[config.mk]
export PLATFORM = sky130hd
export DESIGN_NAME = yrp_mul
export DESIGN_NICKNAME = d
export VERILOG_FILES = /design/src/rtl/yrp_pkg.sv /design/src/rtl/yrp_mul.sv
export SDC_FILE = /design/constraint.sdc
export NUM_CORES = 2
export LEC_CHECK = 0
export BUFFER_PORTS_ARGS = -buffer_cell sky130_fd_sc_hd__buf_2
export CAP_MARGIN = 10
export CORE_MARGIN = 2
export CORE_UTILIZATION = 44
export CTS_BUF_LIST = sky130_fd_sc_hd__clkbuf_4 sky130_fd_sc_hd__clkbuf_8
export CTS_CLUSTER_SIZE = 24
export DETAILED_ROUTE_END_ITERATION = 10
export MAX_ROUTING_LAYER = met4
export PLACE_DENSITY = 0.71
export SLEW_MARGIN = 15
export SYNTH_ARGS = -nofsm -noshare
export SYNTH_HDL_FRONTEND = slang
export SYNTH_SLANG_ARGS = --single-unit
[constraint.sdc]
create_clock -name aclk -period 10 [get_ports aclk]
set_input_delay 0 -clock aclk [delete_from_list [all_inputs] [get_ports aclk]]
set_output_delay 0 -clock aclk [all_outputs]
set_load 0.02 [all_outputs]
[src/rtl/yrp_pkg.sv]
`timescale 1ns / 1ps
// Package for the yaw-rate PID: register indexes, reset values, widths.
// No dependencies.
package yrp_pkg;

    localparam int CFG_W   = 32;
    localparam int ADDR_W  = 3;
    localparam int DIV_W   = 82;
    localparam int DVSR_W  = 32;
    localparam int MUL_W   = 34;

    localparam logic [ADDR_W-1:0] REG_ENABLE = 3'd0;
    localparam logic [ADDR_W-1:0] REG_KP     = 3'd1;
    localparam logic [ADDR_W-1:0] REG_KI     = 3'd2;
    localparam logic [ADDR_W-1:0] REG_KD     = 3'd3;
    localparam logic [ADDR_W-1:0] REG_ALPHA  = 3'd4;
    localparam logic [ADDR_W-1:0] REG_LIMIT  = 3'd5;
    localparam logic [ADDR_W-1:0] REG_INVERT = 3'd6;

    localparam logic signed [31:0] KP_RST    = 32'sd1311;
    localparam logic signed [31:0] KD_RST    = 32'sd6554;
    localparam logic [15:0]        ALPHA_RST = 16'd66;
    localparam logic [9:0]         LIMIT_RST = 10'd100;

    // integral scale 2^8 * 10^6 = 2^14 * 15625; floor(2^40 / 15625)
    localparam logic [MUL_W-1:0]   I_DIV_C  = 34'd15625;
    localparam logic [MUL_W-1:0]   I_RECIP  = 34'd70368744;
    localparam logic [MUL_W-1:0]   US_SCALE = 34'd1000000;

    typedef struct packed {
        logic              start;
        logic [DIV_W-1:0]  dividend;
        logic [DVSR_W-1:0] divisor;
    } div_req_t;

endpackage

[src/rtl/yrp_mul.sv]
`timescale 1ns / 1ps
// Shared signed multiplier with a registered product.
// Uses yrp_pkg.
module yrp_mul (
    input  logic                                aclk,
    input  logic signed [yrp_pkg::MUL_W-1:0]    a,
    input  logic signed [yrp_pkg::MUL_W-1:0]    b,
    output logic signed [2*yrp_pkg::MUL_W-1:0]  p
);
    import yrp_pkg::*;

    logic signed [2*MUL_W-1:0] p_reg;

    always_ff @(posedge aclk) begin
        p_reg <= a * b;
    end

    assign p = p_reg;
endmodule

# ---- Word level (Yosys, flattened, before mapping)
# Cells that the tools add are included.
dict set report classes {
  mul 1
}
# operator count
set ops {}
lappend ops {{$mul 34x34->68} 1}
dict set report word_totals {
  ff_bits 68
  in_bits 69
}

# ---- Logic depth before layout (Yosys ltp)
dict set report depth {
  word_depth 1
  ltp_mapped 31
  mapped_depth_nobuf 29
}

# ---- Worst setup path after synthesis
# No wires, ideal clock.
dict set report synth_timing {
  path_type {input port to flip-flop}
  start {input a[33] in the netlist's numbering}
  end {register p_reg[65] (netlist: p[65])}
  t_arrival_ps 7418
  setup_ps 72
  t_required_ps 9928
  n_path_buf 2
  path_stages 24
  path_slack_ps 2510
  cell_sequence {clkbuf_1 nand2_1 inv_1 fa_1 fa_1 fa_1 fa_1 inv_1 fa_1 fa_1 fa_1 fa_1 inv_1 ha_1 clkdlybuf4s50_2 nand3_1 or2_2 nor2_1 a221oi_1 o21ai_0 a31oi_2 nor2_2 o41ai_2 xnor2_1}
}
dict set report synth_via {
  elab_chain_cells 1
}
# element line_no
set synth_rtl {}
lappend synth_rtl {{start, declared} yrp_mul.sv:6} ;# input logic signed [yrp_pkg::MUL_W-1:0] a,
lappend synth_rtl {{$mul 34x34->68} yrp_mul.sv:15} ;# p_reg <= a * b;
lappend synth_rtl {{end signal, assigned} yrp_mul.sv:15}
lappend synth_rtl {{end, declared} yrp_mul.sv:12} ;# logic signed [2*MUL_W-1:0] p_reg;
# No other way between the ends.

# ---- Final worst setup path
dict set report layout_timing {
  start {input b[8] in the netlist's numbering}
  end {register p_reg[66] (netlist: p[66])}
}
dict set report layout_via {
  elab_chain_cells 1
}
# element line_no
set layout_rtl {}
lappend layout_rtl {{start, declared} yrp_mul.sv:7} ;# input logic signed [yrp_pkg::MUL_W-1:0] b,
lappend layout_rtl {{$mul 34x34->68} yrp_mul.sv:15}
# No other way between the ends.

==> flow_summary.ini <==
[cts]
numClockSinks = 68
cts_buffers = 9
post_cts_buffers = 0
cts.path.max_buffers = 2
cts-root-buf = clkbuf_8
cts_tree = done
cts_htree_levels = 3
clk_pin_slew_ns = 0.10
cts_hold_buf = 0
cts_resized = 0

[floorplanning]
fp-row-count = 114
die_x_um = 317
core_area_sq_um = 96900
fp.dieH_um = 317
die_area_sq_um = 100000
pin_count = 137
start_util_pct = 44.4

[worst_setup_path]
crit_top_cell = fa_1
crit_slowest_cell = fa_1
critPathTopFamily = adder cells
crit_required_ns = 10.36
cp_max_fo = 34
end_kind = register
crit_start = b[8]
crit_cells = 23
cp-start-kind = input port
crit_chain = buf_2 -> nand2_1 -> inv_1 -> fa_1 -> inv_1 -> fa_1 -> inv_1 -> fa_1 -> fa_1 -> fa_1 -> fa_1 -> fa_1 -> inv_1 -> fa_1 -> inv_1 -> ha_1 -> and2_1 -> nand2_1 -> o41ai_1 -> a31oi_4 -> o31ai_4 -> a221oi_2 -> xnor2_1
critPathCapture = p[66]
path_class = in2reg
critPathBufInv = 6
cp.arrival_ns = 8.35
cpPeakStageDelay_ns = 1.24

[yosys]
synth_top_area_share_pct = 57.7
synthArstFlopShare_pct = 0
synth_edf_count = 0
syn_area_per_cell_sq_um = 9.45
ys_seq_area_share_pct = 3.16
syn-instance-count = 4554
post-synth-top-count-cell = fa_1
syn_area_sq_um = 43000
synthTopCellsByCount = fa_1, inv_1, and2_1, nand2_1, clkbuf_1
synth_area_leaders = fa_1, inv_1, and2_1, ha_1, nand2_1
yosysUniqueCellTypes = 69
ys_seq_elements = 68
synth_fp_nets = 6068
synthFlopType = dfxtp_1
yosysTopAreaCell = fa_1
ys_warn_count = 0

[detailed_routing]
antenna_left = 0
vias = 29700
dr.pass1.iters = 6
viasPerCell = 5.13
wl_um = 113000
drcViolationCount = 0
wl_per_cell_um = 19.5
first_iter_violations = 1891

[global_route]
grt_pass1_wl_um = 187000
grt_pass1_vias = 33700
grt-ovfl-total = 0
grtUsageTotal_pct = 25.1
grt_max_degree = 35
antenna_found_initial = 20

[sta]
setup_tns_ns = 0
hold_violations = 0
slew_violations = 0
fin_crit_sh_pct = 79.9
period_needed_ns = 7.99
worstMarginPinSlew_ns = 1.08
slew_headroom_pct = 28.0
hold_slack_ns = 0.155
fmax_ghz = 0.125
rsz0062_at_grt = false
setup_viol = 0

[hold_path]
hold_class = in2reg
min_path_cells = 3

[layout]
drive_gt1_share_pct = 4.62
fin_nets = 6011
largest_reg_flops = 68
area_growth_pct = 4.27
nFillCells = 9179

[placement]
io_buffers = 136
place.gp.congestion = 0.920
dp_hpwl_um = 91400

[run]
cap_violations = 0

[outcome]
status = finished clean
## cell usage in the layout, fill, tap and decap left out, drive strengths merged, types with 3 or more instances in the layout
master / synthesis / layout
nand2b: 20 / 20
nand4: 11 / 11
and2: 623 / 623
buf: 9 / 160
diode: 0 / 19
nand3: 11 / 11
or2: 4 / 4
a21oi: 63 / 63
a31oi: 10 / 10
xnor2: 56 / 56
xor2: 23 / 23
o21bai: 12 / 12
fa: 1241 / 1241
a211oi: 7 / 7
inv: 1231 / 1233
o21ai: 41 / 41
o21a: 4 / 4
a211o: 3 / 3
nor2b: 9 / 9
and3: 8 / 8
ha: 204 / 204
nor3: 5 / 5
o41ai: 6 / 6
nor2: 56 / 56
dfxtp: 68 / 68
clkinv: 1 / 3
clkbuf: 217 / 10
a21o: 37 / 37
nand2: 542 / 542
a221oi: 4 / 4
o211ai: 3 / 3
## layout make-up
class	count	area (sq um)	share of cell area [%]
Antenna cell	19	47.5	0.106
Clock buffer	10	138	0.307
Clock inverter	6	95.1	0.212
Inverter	1232	4620	10.3
Multi-Input combinational cell	3026	36100	80.6
Sequential cell	68	1360	3.03
Tap cell	1276	1600	3.56
Timing Repair Buffer	160	861	1.92
## worst min path at each step
stage | from | slack [ns] | end
detailed placement | p[18] | 0.41 | p[18]
finish | b[0] | 0.15 | p[1]
CTS | b[0] | 0.10 | p[1]
global route | b[0] | 0.16 | p[1]
floorplan | a[0] | 0.13 | p[0]
global placement | p[33] | 0.41 | p[33]
## metrics by stage
step	setup slack (ns)	instances	instance area (sq um)	utilization [%]
floorplan	2.51	4554	43000	-
global placement	1.69	5762	44600	46.0
detailed placement	1.56	5762	44600	46.0
CTS	2.06	5778	44800	46.3
global route	1.56	5792	44900	46.3
finish	2.01	5797	44900	46.3
## metal layers
| metal | vias to the layer above | track usage, % | share of wire (%) |
|---|---|---|---|
| met5 | - | - | 0 |
| met4 | 0 | 9.19 | 4.1 |
| met3 | 267 | 3.91 | 7.1 |
| met2 | 1131 | 41.1 | 49 |
| met1 | 15700 | 31.6 | 39 |
| li1 | 12700 | - | - |
## tightest hold or removal path: stages
cell,delay (ns)
buf_2,0.29
and2_1,0.19
ha_1,0.12
## cell families (layout without fill, tap and decap cells)
family	Yosys count	count (layout)	synth area share, %
flip-flops	68	68	3.16
buffers and inverters	1460	1408	12.8
AND/OR/NAND/NOR	1296	1296	15.4
AO/OA/AOI/OAI	206	206	3.35
XOR/XNOR	79	79	1.61
other	0	19	0
adder cells (fa/ha/maj)	1445	1445	63.7
Power is left out: the tool's default activity adds up to more than one toggle a clock period on the data nets, which glitch-free logic cannot reach.
