===== config.mk =====
export PLATFORM = sky130hd
export DESIGN_NAME = yrp_div
export DESIGN_NICKNAME = d
export VERILOG_FILES = /design/src/rtl/yrp_pkg.sv /design/src/rtl/yrp_div.sv
export SDC_FILE = /design/constraint.sdc
export NUM_CORES = 1
export LEC_CHECK = 0
export ABC_CLOCK_PERIOD_IN_PS = 10610
export BUFFER_PORTS_ARGS = -buffer_cell sky130_fd_sc_hd__buf_2
export CAP_MARGIN = 20
export CORE_ASPECT_RATIO = 1.4
export CORE_UTILIZATION = 58
export CTS_CLUSTER_DIAMETER = 40
export CTS_CLUSTER_SIZE = 25
export DETAILED_ROUTE_END_ITERATION = 12
export PLACE_DENSITY = 0.95
export SYNTH_ARGS = -nofsm -noshare
export SYNTH_HDL_FRONTEND = slang
export SYNTH_SLANG_ARGS = --single-unit

===== constraint.sdc =====
create_clock -name aclk -period 10.61 [get_ports aclk]
set_clock_uncertainty 0.1 [all_clocks]
set_input_delay 0.5305 -clock aclk [delete_from_list [all_inputs] [get_ports aclk]]
set_output_delay 0.5305 -clock aclk [all_outputs]
set_load 0.02 [all_outputs]

===== src/rtl/yrp_pkg.sv =====
`timescale 1ns / 1ps
// Package for the yaw-rate PID: register indexes, reset values, widths.
// No dependencies.
package yrp_pkg;

    localparam int CFG_W   = 32;
    localparam int ADDR_W  = 3;
    localparam int DIV_W   = 82;
    localparam int DVSR_W  = 32;
    localparam int MUL_W   = 34;

    localparam logic [ADDR_W-1:0] REG_ENABLE = 3'd0;
    localparam logic [ADDR_W-1:0] REG_KP     = 3'd1;
    localparam logic [ADDR_W-1:0] REG_KI     = 3'd2;
    localparam logic [ADDR_W-1:0] REG_KD     = 3'd3;
    localparam logic [ADDR_W-1:0] REG_ALPHA  = 3'd4;
    localparam logic [ADDR_W-1:0] REG_LIMIT  = 3'd5;
    localparam logic [ADDR_W-1:0] REG_INVERT = 3'd6;

    localparam logic signed [31:0] KP_RST    = 32'sd1311;
    localparam logic signed [31:0] KD_RST    = 32'sd6554;
    localparam logic [15:0]        ALPHA_RST = 16'd66;
    localparam logic [9:0]         LIMIT_RST = 10'd100;

    // integral scale 2^8 * 10^6 = 2^14 * 15625; floor(2^40 / 15625)
    localparam logic [MUL_W-1:0]   I_DIV_C  = 34'd15625;
    localparam logic [MUL_W-1:0]   I_RECIP  = 34'd70368744;
    localparam logic [MUL_W-1:0]   US_SCALE = 34'd1000000;

    typedef struct packed {
        logic              start;
        logic [DIV_W-1:0]  dividend;
        logic [DVSR_W-1:0] divisor;
    } div_req_t;

endpackage


===== src/rtl/yrp_div.sv =====
`timescale 1ns / 1ps
// Serial restoring divider, one quotient bit per cycle.
// Uses yrp_pkg.
module yrp_div (
    input  logic                         aclk,
    input  logic                         aresetn,
    input  yrp_pkg::div_req_t            req,
    output logic                         done,
    output logic [yrp_pkg::DIV_W-1:0]    quotient
);
    import yrp_pkg::*;

    localparam int CNT_W = $clog2(DIV_W);

    logic [DVSR_W-1:0] rem_reg;
    logic [DVSR_W-1:0] dvsr_reg;
    logic [DIV_W-1:0]  quo_reg;
    logic [CNT_W-1:0]  cnt_reg;
    logic              busy_reg;
    logic              done_reg;
    logic [DVSR_W:0]   trial;
    logic              fits;

    assign trial = {rem_reg, quo_reg[DIV_W-1]};
    assign fits  = trial >= {1'b0, dvsr_reg};

    always_ff @(posedge aclk) begin
        if (!aresetn) begin
            busy_reg <= 1'b0;
            done_reg <= 1'b0;
            cnt_reg  <= '0;
        end else begin
            done_reg <= 1'b0;
            if (req.start) begin
                busy_reg <= 1'b1;
                cnt_reg  <= '0;
                rem_reg  <= '0;
                quo_reg  <= req.dividend;
                dvsr_reg <= req.divisor;
            end else if (busy_reg) begin
                rem_reg <= fits ? DVSR_W'(trial - {1'b0, dvsr_reg}) : trial[DVSR_W-1:0];
                quo_reg <= {quo_reg[DIV_W-2:0], fits};
                cnt_reg <= cnt_reg + 1'b1;
                if (cnt_reg == CNT_W'(DIV_W - 1)) begin
                    busy_reg <= 1'b0;
                    done_reg <= 1'b1;
                end
            end
        end
    end

    assign done     = done_reg;
    assign quotient = quo_reg;
endmodule

# Yosys cells after proc, flatten, opt, wreduce, memory -nomap -nowiden
# Cells that the tools add are included.
[totals] ff_bits=155 input_bits=117 out_inout_bits=83 wordCells=25
[op_classes] addsub=2 n_lt_le_gt_ge=1 n_eq_ne=1 muxes=8 bitwise_logic=2 n_reduce_logical=5
[op_table] op="$mux W82" n=2
[op_table] op="$mux W32" n=2
[op_table] op="$ge A33 B32 Y1" n=1
[op_table] op="$sub A32 B32 Y32" n=1
[op_table] op="$add A7 B1 Y7 const B" n=1
[op_table] op="$eq A7 B7 Y1 const B" n=1
[op_table] op="$mux W1" n=4
[op_table] op="$reduce_and A2 Y1" n=2
[op_table] op="$reduce_or A3 Y1" n=1
[op_table] op="$not A1 Y1" n=2
[op_table] op="$reduce_bool A2 Y1" n=1
[op_table] op="$reduce_or A2 Y1" n=1

# Logic depth before layout (Yosys ltp)
# Gate-level depths: netlist (run 1).
[logic_depth] word_depth=4 depth_mapped=13 ltp_nobuf=11

# Worst setup path before layout (run 1)
# OpenSTA, ideal clock, no wires.
[synth_path] kind="input to register" startpoint="input req[114] (netlist bit)" endpoint="register quo_reg[0] (netlist: quotient[0]) (enable)" setup_ps=483 arrival_time_ps=3485 required_time_ps=10027 setup_slack_ps=6542 cell_stages=2 path_buffers=1 cell_sequence="buf_1 > o21a_1"
[synth_via] elab_chain_cells=2
[synth_lines] item="from (decl)" line="yrp_div.sv:7" source="input yrp_pkg::div_req_t req,"
[synth_lines] item="$reduce_bool A2 Y1 (no source line)"
[synth_lines] item="$reduce_and A2 Y1 (no source line)"
[synth_lines] item="to (signal assigned)" line="yrp_div.sv:38" source="quo_reg <= req.dividend;"
[synth_lines] item="to (signal assigned)" line="yrp_div.sv:42" source="quo_reg <= {quo_reg[DIV_W-2:0], fits};"
[synth_lines] item="to (decl)" line="yrp_div.sv:17" source="logic [DIV_W-1:0] quo_reg;"
# Every way passes these cells.
# A chain may end at the register's enable or synchronous reset.

# Final worst setup path (run 1)
[layout_path] startpoint="register rem_reg[17]" endpoint="register rem_reg[30], data pin"
[layout_via] elab_chain_cells=3 elab_cells_between_ends=4 classes_between="1 x add/sub; 1 x order compare; 2 x mux"
[layout_lines] item="from (decl)" line="yrp_div.sv:15" source="logic [DVSR_W-1:0] rem_reg;"
[layout_lines] item="from (signal assigned)" line="yrp_div.sv:41" source="rem_reg <= fits ? DVSR_W'(trial - {1'b0, dvsr_reg}) : trial[DVSR_W-1:0];"
[layout_lines] item="$sub A32 B32 Y32 or $ge A33 B32 Y1 (tied branches)" line="yrp_div.sv:41, yrp_div.sv:25"
[layout_lines] item="$mux W32 (*)" line="yrp_div.sv:41"
[layout_lines] item="$mux W32 (*)" line="yrp_div.sv:40" source="end else if (busy_reg) begin"
# Every way passes the cells marked *; elsewhere a longest branch is shown, timed or not. The select of a mux whose other input is x is not followed.

==> flow_summary_export.csv, run 1 <==
group,metric,value,unit
route,ant_nets,0,
yosys,synthXorXnorAreaFrac,2.28,%
yosys,yosys.area_share.adder,5.52,%
timing,worstMarginPinSlew,0.975,ns
route,via_per_inst,5.88,
layout,fin_nets,1005,
clock_network,cts_resized,0,
grt,grt_pass1_vias,6505,
grt,grt-ovfl-total,0,
yosys,synthFlopType,"edfxtp_1",
place,hpwl,14.3,mm
die,num_rows,50,
timing,fmax,0.266,GHz
die,start_util,60.0,%
setup_path,r2r_start,"rem_reg[17]",
yosys,ys_warn_count,0,
layout,antennaDiodeCount,0,
grt,globalRouteMet3Util,8.47,%
yosys,synth_compound_area_share,11.0,%
run_status,status,"completed",
setup_path,r2r_end,"rem_reg[30]",
place,finalWeightedCongestion,0.927,
clock_network,h-tree-depth,4,
timing,fin_crit,3.76,ns
yosys,synth_most_common_cell,"edfxtp_1",
setup_path,path_class,"reg2reg",
timing,setup_viol,0,
flow_run,cap_violations,0,
grt,grt_pass1_wl,31.2,mm
setup_path,cp_data_required_time,10.68,ns
setup_path,r2r_slack,6.85,ns
grt,gr-usage-met1,31.6,%
yosys,synth_top_area_share,54.3,%
route,drt_wl_total,20.1,mm
timing,slew_violations,0,
layout,largest_reg_flops,82,
die,placeableCoreArea,0.0135,mm²
place,io_buffers,199,
layout,area_growth,21.1,%
grt,grt_max_degree,75,
yosys,post_synth_instance_area,0.00808,mm²
yosys,synth_top_family_by_area,"multiplexers",
route,drt-initial-drc-count,399,
grt,grtUsageMet2,51.3,%
clock_network,cts_setup_buffers,0,
die,io_pins,200,
yosys,synth_top_area_cell,"edfxtp_1",
yosys,synthMuxAreaShare,11.7,%
grt,gr-usage-all-layers,28.9,%
yosys,synth-edff-count,146,
timing,relSlewSlack,35.0,%
worst_hold_path,hold_depth,1,
layout,fillers,895,
yosys,synth_area_per_cell,12.3,µm²
setup_path,cp_max_fo,30,
clock_network,numCtsBuffers,17,
timing,finalSetupTns,0,ns
route,vias,6161,
clock_network,postCtsHoldBufs,0,
yosys,synth_area_leaders,"edfxtp_1 (54%), mux2_2 (11%), ha_1 (5.3%)",
worst_hold_path,hp-class,"in2reg",
worst_hold_path,holdPathEnd,"dvsr_reg[13]",
route,drc,0,
yosys,yosysSeqAreaShare,56.5,%
yosys,ys_ff_latch,155,
power,ir_drop,0.000126,V
yosys,synthSimpleGateAreaFrac,9.68,%
yosys,synthArstFlopShare,0,%
timing,rsz0062_at_grt,"false",
clock_network,insertion_delay,0.43,ns
clock_network,cts_sinks,155,
worst_hold_path,worstHoldStart,"req[13]",
setup_path,startpoint,"rem_reg[17]",
die,die_w,102,µm
clock_network,cts_tree,"built",
route,drt_first_pass_iters,5,
yosys,synth_cells,659,
layout,fin_util,72.7,%
clock_network,cts_max_path_buffers,2,
setup_path,cp.arrival,3.83,ns
die,die_area,0.0144,mm²
layout,drive_gt1_share,38.5,%
die,die_h,142,µm
setup_path,end_kind,"register",
power,p_leak,4.07,nW
clock_network,clk_pin_slew,0.07,ns
timing,fin_crit_sh,35.4,%
setup_path,start_kind,"register",
power,power_density,175,mW/mm²
yosys,ys_top_cells_by_count,"edfxtp_1 (146), mux2_2 (82), nand2_1 (62)",
setup_path,reg2reg_depth,9,
timing,final_hold_viol_count,0,
yosys,syn-num-nets,811,
yosys,ys_types,60,
grt,antenna_found_initial,0,
grt,grt_busiest_layer,"met2",
route,wire_per_inst,19.1,µm
clock_network,root_buffer,"clkbuf_16",
[worst max path at each step]
stage	end	cells after the start
2_1_floorplan	quotient[0]	2
3_3_place_gp	rem_reg[30]	9
3_5_place_dp	rem_reg[30]	9
4_1_cts	rem_reg[30]	9
5_1_grt	rem_reg[27]	10
6_report	rem_reg[30]	9
[where the power goes]
part | switching (mW) | internal, mW | total, mW | leakage (nW)
Clock | 0.271 | 0.309 | 0.580 | 0.278
Sequential | 0.0233 | 0.731 | 0.754 | 1.47
Combinational | 0.224 | 0.153 | 0.377 | 2.33
Total | 0.518 | 1.19 | 1.71 | 4.07
[placed cells by master, fill, tap and decap left out, types with 4 or more instances in the layout]
master / n
xor2_1: 9
buf_2: 198
nand4_1: 9
edfxtp_1: 146
a211oi_1: 11
inv_1: 40
a21boi_0: 4
clkbuf_16: 17
nand2b_1: 7
xnor2_1: 12
o21ai_0: 21
nor2_1: 24
or3_1: 7
nand3_1: 14
nor3_1: 8
dfxtp_1: 9
buf_4: 5
inv_8: 5
o211ai_1: 6
a21oi_1: 53
nand2_1: 62
a21o_1: 12
mux2_2: 82
ha_1: 34
nor2b_1: 4
[worst max-delay path, stage by stage (launching register included)]
cell and delay, ns:
edfxtp_1 0.40, ha_1 0.40, a21o_1 0.28, a31o_1 0.25, or3_1 0.35, or3_4 0.35
nand3_1 0.11, a21o_1 0.78, nor4b_1 0.12, a311o_1 0.36
[logic make-up after synthesis]
group,after synthesis
flops,155
mux,84
fa+ha+maj,35
simple gates,157
xor+xnor,21
buf+inv,68
compound gates,139
[layer usage]
metal  part of all wire (%)  routed length (µm)
met5                      0                   0
met3                    8.1                1630
met4                    2.5                 509
met1                     36                7310
met2                     53               10600
[stage by stage]
stage               setup slack, ns  std cells  power [mW]  hold slack (ns)  instance area (µm²)
floorplan                      6.54        659        1.03            0.353                 8080
global placement               6.98       1016        1.12            0.365                 9220
detailed placement             6.92       1016        1.13            0.402                 9220
CTS                            6.88       1048        1.71            0.161                 9780
global route                   6.64       1048        1.78            0.162                 9780
finish                         6.85       1048        1.71            0.176                 9780
[cell type report]
class,count,area (µm²),area share [%]
Sequential cell,155,4560,46.7
Multi-Input combinational cell,436,3250,33.3
Timing Repair Buffer,203,1030,10.5
Clock buffer,17,425,4.35
Tap cell,182,228,2.33
Inverter,40,150,1.54
Clock inverter,15,131,1.34
No activity file was read; power rests on OpenSTA's default activity.
==> run 2: changes to the inputs <==
==> config.mk (replaced) <==
export PLATFORM = sky130hd
export DESIGN_NAME = yrp_div
export DESIGN_NICKNAME = d
export VERILOG_FILES = /design/src/rtl/yrp_pkg.sv /design/src/rtl/yrp_div.sv
export SDC_FILE = /design/constraint.sdc
export NUM_CORES = 1
export LEC_CHECK = 0
export ABC_AREA = 1
export ABC_CLOCK_PERIOD_IN_PS = 3290
export BUFFER_PORTS_ARGS = -buffer_cell sky130_fd_sc_hd__buf_2
export CAP_MARGIN = 20
export CORE_ASPECT_RATIO = 1.4
export CORE_UTILIZATION = 50
export CTS_CLUSTER_DIAMETER = 40
export CTS_CLUSTER_SIZE = 25
export DETAILED_ROUTE_END_ITERATION = 12
export PLACE_DENSITY = 0.87
export SYNTH_ARGS = -nofsm -noshare
export SYNTH_HDL_FRONTEND = slang
export SYNTH_SLANG_ARGS = --single-unit
==> constraint.sdc (replaced) <==
create_clock -name aclk -period 3.29 [get_ports aclk]
set_clock_uncertainty 0.1 [all_clocks]
set_input_delay 0.1645 -clock aclk [delete_from_list [all_inputs] [get_ports aclk]]
set_output_delay 0.1645 -clock aclk [all_outputs]
set_load 0.02 [all_outputs]
==> flow_summary_export.csv, run 2 <==
group,metric,value,unit
yosys,synth_top_area_cell,"edfxtp_1",
layout,drive_gt1_share,17.5,%
route,vias,9253,
yosys,synthArstFlopShare,0,%
power,p_seq_share,39.7,%
route,drt-initial-drc-count,684,
clock_network,cts_sinks,155,
yosys,post_synth_instance_area,0.00923,mm²
layout,area_growth,32.1,%
yosys,synthFlopType,"edfxtp_1",
yosys,yosysSeqAreaShare,49.4,%
die,num_rows,58,
yosys,synth-edff-count,146,
timing,slew_violations,0,
power,switching_share,35.6,%
timing,setup_viol,0,
layout,layout_commonest_cell,"nand2_1",
yosys,ys_ff_latch,155,
place,finalWeightedCongestion,0.960,
layout,largest_reg_flops,82,
setup_path,cp_data_required_time,3.35,ns
power,p_sw,2.25,mW
yosys,ys_top_cells_by_count,"nand2_1 (547), inv_1 (173), edfxtp_1 (146)",
layout,fin_nets,1657,
setup_path,cp.arrival,2.89,ns
die,die_area,0.0190,mm²
yosys,synth_area_leaders,"edfxtp_1 (47%), nand2_1 (22%), inv_1 (7.0%)",
yosys,synth_most_common_cell,"nand2_1",
grt,grt_pass1_wl,47.2,mm
power,pwr-share-comb,28.6,%
timing,rsz0062_at_grt,"false",
timing,fin_crit_sh,85.9,%
grt,grt-ovfl-total,0,
yosys,ys_warn_count,0,
timing,fmax,0.354,GHz
die,die_w,117,µm
clock_network,root_buffer,"clkbuf_16",
route,ant_nets,0,
clock_network,cts_max_path_buffers,2,
setup_path,cp_max_fo,24,
grt,grt_pass1_vias,9483,
power,ir_drop,0.000416,V
route,drc,0,
die,placeableCoreArea,0.0180,mm²
setup_path,end_kind,"register",
power,power_density,519,mW/mm²
layout,layout_common_cells,"nand2_1 (546), buf_2 (199), inv_1 (173)",
run_status,status,"completed",
die,io_pins,200,
route,drt_first_pass_iters,6,
clock_network,clk_pin_slew,0.08,ns
grt,grt_max_degree,72,
place,io_buffers,199,
layout,fin_util,67.8,%
timing,worstMarginPinSlew,0.808,ns
clock_network,cts_tree,"built",
yosys,synth_cells,1197,
yosys,synth_top_area_share,47.5,%
yosys,ys_types,37,
timing,fin_crit,2.83,ns
clock_network,insertion_delay,0.44,ns
worst_hold_path,hp-class,"in2reg",
power,clock_power_share,31.7,%
timing,final_hold_viol_count,0,
clock_network,h-tree-depth,4,
route,via_per_inst,5.26,
place,hpwl,17.5,mm
power,p_int,4.07,mW
setup_path,start_kind,"register",
yosys,synth_area_per_cell,7.71,µm²
die,die_h,163,µm
setup_path,path_class,"reg2reg",
die,start_util,51.3,%
power,p_leak,6.30,nW
yosys,syn-num-nets,1349,
flow_run,cap_violations,0,
timing,relSlewSlack,46.1,%
timing,finalSetupTns,0,ns
grt,gr-usage-all-layers,33.1,%
clock_network,numCtsBuffers,17,
grt,antenna_found_initial,2,
route,drt_wl_total,30.0,mm
route,wire_per_inst,17.0,µm
-- run 2: cell types whose count changed in the layout (fill, tap and decap cells not counted), moves of 21 or more --
cell	delta
nand2_1	+484
mux2_2	-82
nor2_1	+82
dlygate4sd3_1	+115
nand3b_1	+21
inv_1	+133
a21oi_1	-29
-- run 2: cells by family after synthesis --
| group | count (synthesis) | synth area share (%) |
|---|---|---|
| and+or+nand+nor | 752 | 33.7 |
| DFF | 155 | 49.4 |
| adders and majority gates | 35 | 4.82 |
| AOI/OAI and AO/OA | 30 | 1.71 |
| buffers and inverters | 210 | 8.89 |
| xor gates and xnor gates | 15 | 1.42 |
-- run 2: per-stage QoR --
step / total power, mW / instances / worst slack, ns / hold slack [ns] / area (µm²)
floorplan: 3.71 / 1197 / 0.627 / 0.163 / 9240
global placement: 4.13 / 1611 / 0.534 / 0.241 / 10400
detailed placement: 4.17 / 1611 / 0.498 / 0.243 / 10400
CTS: 6.25 / 1758 / 0.491 / 0.158 / 12200
global route: 6.61 / 1760 / 0.245 / 0.205 / 12200
finish: 6.33 / 1760 / 0.463 / 0.197 / 12200
-- run 2: path summary, 6_finish.rpt --
path / start / endpoint / slack [ns] / cells past startpoint
worst min register to register: cnt_reg[6] / cnt_reg[6] / 0.42 / 2
worst max-delay path: rem_reg[23] / quotient[0] / 0.46 / 13
worst min-delay path: req[114] / quotient[12] / 0.20 / 3
worst max register to register: rem_reg[23] / quotient[0] / 0.46 / 13
-- run 2: per-layer routing --
metal	global-route usage (%)	vias up	part of all wire (%)
li1	-	4325	-
met2	58.2	604	51
met1	35.2	4178	34
met5	0	-	0
met4	22.7	0	6.8
met3	6.48	146	8.1
-- run 2: what timing repair did --
action                                 in CTS  in global routing
hold buffers                              115                  0
gates resized for setup                     0                  0
buffers inserted                            0                  0
endpoints found under the hold margin     116                  0
-- run 2: cell type report --
| cell class | instances | area (µm²) |
|---|---|---|
| Antenna cell | 2 | 5.00 |
| Fill cell | 1379 | 5800 |
| Timing Repair Buffer | 320 | 2200 |
| Clock inverter | 15 | 168 |
| Tap cell | 240 | 300 |
| Multi-Input combinational cell | 832 | 3850 |
| Clock buffer | 17 | 425 |
| Inverter | 179 | 674 |
| Sequential cell | 155 | 4560 |
-- run 2: critical path: stages, from the launching register on --
cell and delay, ns:
edfxtp_1 0.41, ha_1 0.38, nand2_1 0.14, inv_1 0.06, nand2_1 0.07, nand2_1 0.08
inv_1 0.06, nand2_1 0.06, nand2_1 0.07, nand3_2 0.07, inv_2 0.42, nand2_8 0.19
inv_4 0.31, o21ai_1 0.10
-- run 2: power groups by stage --
| stage | clock network [mW] | logic (mW) | registers [mW] |
|---|---|---|---|
| floorplan | 0 | 1.09 | 2.63 |
| global placement | 0 | 1.60 | 2.53 |
| detailed placement | 0 | 1.64 | 2.53 |
| CTS | 2.00 | 1.76 | 2.49 |
| global route | 2.09 | 2.00 | 2.52 |
| finish | 2.01 | 1.81 | 2.51 |
